[src/rtl/pbca_pkg.sv]
// shared types, constants and status codes for the polygon box clip area block
// no dependencies; used by every module of the block except pbca_ram
`timescale 1ns / 1ps

package pbca_pkg;

   // fixed point format of coordinates and window registers
   localparam int FRAC_BITS = 15;

   // defaults handed to the top level parameters
   localparam int MAX_VERTICES_DEF = 64;
   localparam int CLIP_DEPTH_DEF   = 256;

   localparam int COORD_W  = 16;
   localparam int VERTEX_W = 2 * COORD_W;
   localparam int AREA_W   = 31;
   localparam int STATUS_W = 3;
   localparam int RSP_W    = 40;
   localparam int ACC_W    = 48;
   localparam int NUM_W    = 33;
   localparam int DEN_W    = 17;
   localparam int CSR_IDX_W = 2;

   localparam logic [COORD_W-1:0] WIN_MAX_RESET = 16'd32768;

   // result status codes
   localparam logic [STATUS_W-1:0] ST_OK          = 3'd0;
   localparam logic [STATUS_W-1:0] ST_BAD_WINDOW  = 3'd1;
   localparam logic [STATUS_W-1:0] ST_BAD_POLYGON = 3'd2;
   localparam logic [STATUS_W-1:0] ST_EMPTY       = 3'd3;
   localparam logic [STATUS_W-1:0] ST_OVERFLOW    = 3'd4;

   // register indexes
   localparam logic [CSR_IDX_W-1:0] REG_LEFT   = 2'd0;
   localparam logic [CSR_IDX_W-1:0] REG_TOP    = 2'd1;
   localparam logic [CSR_IDX_W-1:0] REG_RIGHT  = 2'd2;
   localparam logic [CSR_IDX_W-1:0] REG_BOTTOM = 2'd3;

   typedef struct packed {
      logic [COORD_W-1:0] left;
      logic [COORD_W-1:0] top;
      logic [COORD_W-1:0] right;
      logic [COORD_W-1:0] bottom;
   } window_type;

   // commands from the sequencer to the datapath
   typedef struct packed {
      logic take;
      logic mul;
      logic mul_first;
      logic acc_add;
      logic acc_clear;
      logic prev_from_cur;
      logic ld_prev;
      logic ld_cur;
      logic ld_first;
      logic idx_inc;
      logic rd_last;
      logic pass_init;
      logic pass_next;
      logic cut_setup;
      logic div_start;
      logic wr_cut;
      logic wr_cur;
      logic chk;
      logic fail_ovf;
      logic fail_empty;
      logic fin;
      logic emit;
   } cmd_type;

   // status from the datapath to the sequencer
   typedef struct packed {
      logic last;
      logic stored;
      logic was_first;
      logic chk_bad;
      logic ci;
      logic pi;
      logic div_busy;
      logic k_full;
      logic k_zero;
      logic idx_end;
      logic side_last;
   } sts_type;

endpackage

[src/rtl/pbca_ctrl.sv]
// sequencer: vertex load, four clip passes, area pass and result hand-off
// depends on pbca_pkg
`timescale 1ns / 1ps

module pbca_ctrl (
   input  logic              clock,
   input  logic              reset,
   input  logic              req_valid,
   output logic              req_ready,
   input  logic              out_free,
   input  pbca_pkg::sts_type sts,
   output pbca_pkg::cmd_type cmd
);

   localparam logic [4:0] S_IDLE   = 5'd0;
   localparam logic [4:0] S_LD_MUL = 5'd1;
   localparam logic [4:0] S_LD_ACC = 5'd2;
   localparam logic [4:0] S_CL_MUL = 5'd3;
   localparam logic [4:0] S_CL_ACC = 5'd4;
   localparam logic [4:0] S_CHECK  = 5'd5;
   localparam logic [4:0] S_P_RDP  = 5'd6;
   localparam logic [4:0] S_P_LDP  = 5'd7;
   localparam logic [4:0] S_P_RDC  = 5'd8;
   localparam logic [4:0] S_P_LDC  = 5'd9;
   localparam logic [4:0] S_P_DEC  = 5'd10;
   localparam logic [4:0] S_P_MUL  = 5'd11;
   localparam logic [4:0] S_P_DIVS = 5'd12;
   localparam logic [4:0] S_P_DIVW = 5'd13;
   localparam logic [4:0] S_P_WRX  = 5'd14;
   localparam logic [4:0] S_P_WRC  = 5'd15;
   localparam logic [4:0] S_P_NXT  = 5'd16;
   localparam logic [4:0] S_P_CHK  = 5'd17;
   localparam logic [4:0] S_P_END  = 5'd18;
   localparam logic [4:0] S_A_RD0  = 5'd19;
   localparam logic [4:0] S_A_LD0  = 5'd20;
   localparam logic [4:0] S_A_CHK  = 5'd21;
   localparam logic [4:0] S_A_RDC  = 5'd22;
   localparam logic [4:0] S_A_LDC  = 5'd23;
   localparam logic [4:0] S_A_MUL  = 5'd24;
   localparam logic [4:0] S_A_ACC  = 5'd25;
   localparam logic [4:0] S_A_CMUL = 5'd26;
   localparam logic [4:0] S_A_CACC = 5'd27;
   localparam logic [4:0] S_A_FIN  = 5'd28;
   localparam logic [4:0] S_DONE   = 5'd29;

   logic [4:0] state_ff, state_in;

   assign req_ready = state_ff == S_IDLE;

   always_comb begin
      cmd      = '0;
      state_in = state_ff;
      case (state_ff)
         S_IDLE: begin
            if (req_valid) begin
               cmd.take = 1'b1;
               state_in = S_LD_MUL;
            end
         end
         S_LD_MUL: begin
            cmd.mul  = 1'b1;
            state_in = S_LD_ACC;
         end
         S_LD_ACC: begin
            cmd.acc_add       = sts.stored & ~sts.was_first;
            cmd.prev_from_cur = sts.stored;
            state_in          = sts.last ? S_CL_MUL : S_IDLE;
         end
         S_CL_MUL: begin
            cmd.mul       = 1'b1;
            cmd.mul_first = 1'b1;
            state_in      = S_CL_ACC;
         end
         S_CL_ACC: begin
            cmd.acc_add = 1'b1;
            state_in    = S_CHECK;
         end
         S_CHECK: begin
            cmd.chk = 1'b1;
            if (sts.chk_bad) begin
               state_in = S_DONE;
            end else begin
               cmd.pass_init = 1'b1;
               state_in      = S_P_RDP;
            end
         end
         S_P_RDP: begin
            cmd.rd_last = 1'b1;
            state_in    = S_P_LDP;
         end
         S_P_LDP: begin
            cmd.ld_prev = 1'b1;
            state_in    = S_P_RDC;
         end
         S_P_RDC: begin
            state_in = S_P_LDC;
         end
         S_P_LDC: begin
            cmd.ld_cur = 1'b1;
            state_in   = S_P_DEC;
         end
         S_P_DEC: begin
            if (sts.ci != sts.pi) begin
               state_in = S_P_MUL;
            end else if (sts.ci) begin
               state_in = S_P_WRC;
            end else begin
               state_in = S_P_NXT;
            end
         end
         S_P_MUL: begin
            cmd.cut_setup = 1'b1;
            state_in      = S_P_DIVS;
         end
         S_P_DIVS: begin
            cmd.div_start = 1'b1;
            state_in      = S_P_DIVW;
         end
         S_P_DIVW: begin
            if (!sts.div_busy) begin
               state_in = S_P_WRX;
            end
         end
         S_P_WRX: begin
            if (sts.k_full) begin
               cmd.fail_ovf = 1'b1;
               state_in     = S_DONE;
            end else begin
               cmd.wr_cut = 1'b1;
               state_in   = sts.ci ? S_P_WRC : S_P_NXT;
            end
         end
         S_P_WRC: begin
            if (sts.k_full) begin
               cmd.fail_ovf = 1'b1;
               state_in     = S_DONE;
            end else begin
               cmd.wr_cur = 1'b1;
               state_in   = S_P_NXT;
            end
         end
         S_P_NXT: begin
            cmd.prev_from_cur = 1'b1;
            cmd.idx_inc       = 1'b1;
            state_in          = S_P_CHK;
         end
         S_P_CHK: begin
            state_in = sts.idx_end ? S_P_END : S_P_RDC;
         end
         S_P_END: begin
            if (sts.k_zero) begin
               cmd.fail_empty = 1'b1;
               state_in       = S_DONE;
            end else begin
               cmd.pass_next = 1'b1;
               state_in      = sts.side_last ? S_A_RD0 : S_P_RDP;
            end
         end
         S_A_RD0: begin
            cmd.acc_clear = 1'b1;
            state_in      = S_A_LD0;
         end
         S_A_LD0: begin
            cmd.ld_first = 1'b1;
            cmd.idx_inc  = 1'b1;
            state_in     = S_A_CHK;
         end
         S_A_CHK: begin
            state_in = sts.idx_end ? S_A_CMUL : S_A_RDC;
         end
         S_A_RDC: begin
            state_in = S_A_LDC;
         end
         S_A_LDC: begin
            cmd.ld_cur = 1'b1;
            state_in   = S_A_MUL;
         end
         S_A_MUL: begin
            cmd.mul  = 1'b1;
            state_in = S_A_ACC;
         end
         S_A_ACC: begin
            cmd.acc_add       = 1'b1;
            cmd.prev_from_cur = 1'b1;
            cmd.idx_inc       = 1'b1;
            state_in          = S_A_CHK;
         end
         S_A_CMUL: begin
            cmd.mul       = 1'b1;
            cmd.mul_first = 1'b1;
            state_in      = S_A_CACC;
         end
         S_A_CACC: begin
            cmd.acc_add = 1'b1;
            state_in    = S_A_FIN;
         end
         S_A_FIN: begin
            cmd.fin  = 1'b1;
            state_in = S_DONE;
         end
         S_DONE: begin
            if (out_free) begin
               cmd.emit = 1'b1;
               state_in = S_IDLE;
            end
         end
         default: begin
            state_in = S_IDLE;
         end
      endcase
   end

   always_ff @(posedge clock) begin
      if (reset) begin
         state_ff <= S_IDLE;
      end else begin
         state_ff <= state_in;
      end
   end

endmodule

[config.mk]
export PLATFORM = sky130hd
export DESIGN_NAME = pbca_ctrl
export DESIGN_NICKNAME = d
export VERILOG_FILES = /design/src/rtl/pbca_pkg.sv /design/src/rtl/pbca_ctrl.sv
export SDC_FILE = /design/constraint.sdc
export NUM_CORES = 1
export LEC_CHECK = 0
export BUFFER_PORTS_ARGS = -buffer_cell sky130_fd_sc_hd__buf_2
export CAP_MARGIN = 20
export CELL_PAD_IN_SITES_DETAIL_PLACEMENT = 1
export CELL_PAD_IN_SITES_GLOBAL_PLACEMENT = 1
export CORE_UTILIZATION = 35
export CTS_CLUSTER_DIAMETER = 50
export CTS_CLUSTER_SIZE = 10
export DETAILED_ROUTE_END_ITERATION = 16
export PLACE_DENSITY_LB_ADDON = 0.1
export SYNTH_ARGS = -nofsm -noshare
export SYNTH_HDL_FRONTEND = slang
export SYNTH_SLANG_ARGS = --single-unit
[constraint.sdc]
create_clock -name clock -period 3 [get_ports clock]
set_clock_uncertainty 0.1 [all_clocks]
set_input_delay 0 -clock clock [delete_from_list [all_inputs] [get_ports clock]]
set_output_delay 0 -clock clock [all_outputs]
set_load 0.05 [all_outputs]
* Word level (Yosys, flattened, before mapping)
Index checks and enable logic that the tools add are counted.
** Storage, ports and cells
- Memory bits (read-only) :: 0
- RAM bits :: 0
- Memories kept :: 0
- Register bits after elaboration :: 5
- Latch bits :: 0
- Output and inout bits :: 23
- Input port bits :: 15
** Cells by class
- Mux-type cells :: 43
- Add/sub/neg operators :: 0
- $lt $le $gt $ge :: 0
- Multiply operators :: 0
- Bitwise operators :: 2
- Equality and inequality tests :: 33
- Reduce and logical (&&, ||, !) cells :: 10
- Shift-type cells :: 0
- Divide/modulo/power cells :: 0
** Operator list (number)
- $pmux 5 s29 :: 1
- $eq 5x5->1 const B :: 14
- $mux 5 :: 10
- $eq 5x4->1 const B :: 8
- $mux 1 :: 27
- $eq 5x3->1 const B :: 4
- $eq 5x2->1 const B :: 2
- $reduce_or 2->1 :: 5
- $mux 4 :: 2
- $ne 2x2->1 const B :: 3
- $reduce_or 3->1 :: 2
- $eq 5x1->1 const B :: 1
- $logic_not 5->1 :: 1
- $pmux 1 s2 :: 2
- $reduce_or 4->1 :: 1
- $reduce_and 3->1 :: 1
- $mux 2 :: 1
- $and 1x1->1 :: 1
- $ne 1x1->1 :: 1
- $not 1->1 :: 1

* Longest topological paths before layout
- Word-level depth :: 3
- Gate-level depth with buffers :: 6
- Gate-level depth less buffers :: 4

* Worst setup path before layout
No wires, ideal clock.
- Path kind :: reg-to-output
- Start :: register state_ff[4]
- End :: output port cmd[10] (netlist bit)
- Path buffers :: 3
- Required time :: 2.900 ns
- Arrival :: 2.361 ns
- Path slack :: 0.539 ns
- Stages on the path, launching flop included :: 5
- Path through :: dfxtp_1 -> buf_2 -> buf_2 -> buf_2 -> nor4_1
** RTL lines
- from (decl) :: line pbca_ctrl.sv:46 : logic [4:0] state_ff, state_in;
- from (signal assigned) :: line pbca_ctrl.sv:217 : state_ff <= state_in;
- to (decl) :: line pbca_ctrl.sv:12 : output pbca_pkg::cmd_type cmd

==> reports/qor.yml <==
final_layout:
  largest_register: "state_ff"
  fillCellCount: 368
  drive_above_1_share_pct: 28.1
  largest_register_ff_count: 5
  finalNetCount: 194
  synthToLayoutAreaGrowth_pct: 22.0
  multi_input_area_um2: 757
  num_antenna_cells: 0
  final_cells: 208
  seq_area_um2: 100
  largestRegisters: "state_ff x5"
floorplanning:
  io_pins: 38
  start_util_pct: 37.5
  die_area_um2: 2910
  die_width_um: 54.0
  floorplan.die.height_um: 54.0
  num_rows: 18
  core-area_um2: 2520
critical_path:
  crit_path_start_kind: "flip-flop"
  crit_path_end_kind: "output port"
  crit_required_ns: 2.90
  path_class: "flip-flop to output port"
  cp_max_fo: 22
  cp_data_arrival_time_ns: 2.18
worst_hold_path:
  hp-class: "primary input to flip-flop"
detailed_routing:
  ant_nets: 0
  drc: 0
  wire_per_inst_um: 16.9
  vias: 1229
  dr.pass1.iters: 4
  totalWireLength_um: 3510
  drtIter0Drc: 25
  vias_per_cell: 5.91
sta:
  worst_pin_slew_ns: 0.935
  tns_ns: 0
  slew_violations: 0
  finalWorstSetupSlack_ns: 0.725
  grt_setup_unrepaired: "false"
  holdWs_ns: 0.0146
  hold_viol_final: 0
  maxSlewHeadroom_pct: 37.6
  fin_crit_ns: 2.28
  post-route-period-util_pct: 75.8
  fmax_mhz: 440
  finalSetupViolations: 0
placement:
  gp_routability_congestion: 0.862
  place_hpwl_um: 2580
  io_buffer_count: 37
  place_ws_ns: 0.943
  dp_cells: 203
clock_network:
  cts_buffer_depth: 2
  hold_buffers: 1
  cts_setup_buffers: 0
  cts_made_buffers: 3
  numClockSinks: 5
  ctsRootBufferMaster: "clkbuf_4"
  tritoncts: "done"
  cts_resized: 0
  path_clk_slew_ns: 0.05
  worstSkewPairLatency_ns: 0.26
  htreeDepth: 1
yosys:
  synth_edf_count: 0
  synth_area_um2: 946
  yosysUniqueCellTypes: 45
  ys_ff_latch: 5
  yosys.area.top_type: "dfxtp_1"
  synth_top_area_share_pct: 10.6
  synth_ff_type: "dfxtp_1"
  synth_area_leaders: "dfxtp_1 (11%), a21oi_1 (6.3%), nor3_1 (6.3%)"
  synth_cells: 148
  async_flop_share_pct: 0
  syn_nets: 163
  ys_seq_area_share_pct: 10.6
  syn_area_per_cell_um2: 6.39
  ys_warn_count: 0
grt:
  grt_pass1_vias: 1131
  grt_pass1_wl_um: 5600
  antenna_found_initial: 0
  grt_use_total_pct: 26.8
  grt_max_degree: 30
  gr-total-overflow: 0
power:
  p_per_area_nw_per_um2: 264
  peakVddDrop_mv: 0.129
  p_leak_nw: 0.473
outcome:
  outcome: "finished, final reports clean"
job:
  cap_violations: 0
[cells in the mapped netlist, types with 2 or more instances]
cell type   n
a211o_1     3
a211oi_1    5
a21o_1      3
a21oi_1    12
a2bb2oi_1   2
a41oi_1     2
and2_1      2
and3_1      3
buf_2      11
clkbuf_1    3
dfxtp_1     5
inv_1       3
inv_2       3
nand2_1     9
nand2b_1    9
nand3_1     3
nand3b_1    4
nor2_1     15
nor2b_1     6
nor3_1     12
o21ai_0     6
o22ai_1     2
o31ai_1     3
[report_power, final]
part,switching (W),internal [W],total (W)
clock,0.0000364,0.0000508,0.0000873
sequential,0.0000211,0.0000702,0.0000912
combinational,0.0000833,0.0000432,0.000126
total,0.000141,0.000164,0.000305
[logic make-up after synthesis]
| kind of cell | count (synthesis) | share of synthesized area, % |
|---|---|---|
| and+or+nand+nor | 75 | 43.9 |
| AOI/OAI and AO/OA | 48 | 36.1 |
| buffers and inverters | 20 | 9.39 |
| DFF | 5 | 10.6 |
[path summary, 6_finish.rpt]
| path | end | cells past startpoint | from | slack, ns |
|---|---|---|---|---|
| min | state_ff[2] | 3 | sts[0] | 0.01 |
| max reg2reg | state_ff[3] | 4 | state_ff[2] | 0.89 |
| max | cmd[18] | 4 | state_ff[0] | 0.72 |
| min reg2reg | state_ff[3] | 2 | state_ff[4] | 0.79 |
[layer usage]
metal	global-route usage [%]	routed length, um
met1	36.1	1660
met5	0	0
met4	10.3	38
met3	0	100
met2	45.3	1710
[cell type report]
| cell class | instances | share of cell area [%] |
|---|---|---|
| clock buffers | 4 | 2.28 |
| inverters | 6 | 1.95 |
| multi-input cells | 123 | 65.6 |
| flip-flops and latches | 5 | 8.68 |
| well taps | 30 | 3.25 |
| repair buffers | 40 | 18.2 |
[cell usage in the layout (no fill, tap or decap), types with 4 or more instances in the layout]
master,synthesis,layout
a21oi_1,12,12
nor2_1,15,15
dfxtp_1,5,5
o21ai_0,6,6
nand2b_1,9,9
a211oi_1,5,5
buf_2,11,37
nand3b_1,4,4
nor3_1,12,12
nand2_1,9,9
nor2b_1,6,6
[through the flow]
step	instance area (um2)	power [W]	util (%)
after floorplan	946	0.000178	-
after CTS	1150	0.000305	45.7
final	1150	0.000305	45.7
after global routing	1150	0.000321	45.7
after detailed placement	1120	0.000217	44.3
after global placement	1120	0.000214	44.3
[critical path, cell delays in order (launching register included)]
cell and delay [ns]:
dfxtp_1 0.78, inv_2 0.18, or4_1 0.57, o31ai_1 0.08
buf_2 0.30
(Power assumes the default switching activity.)
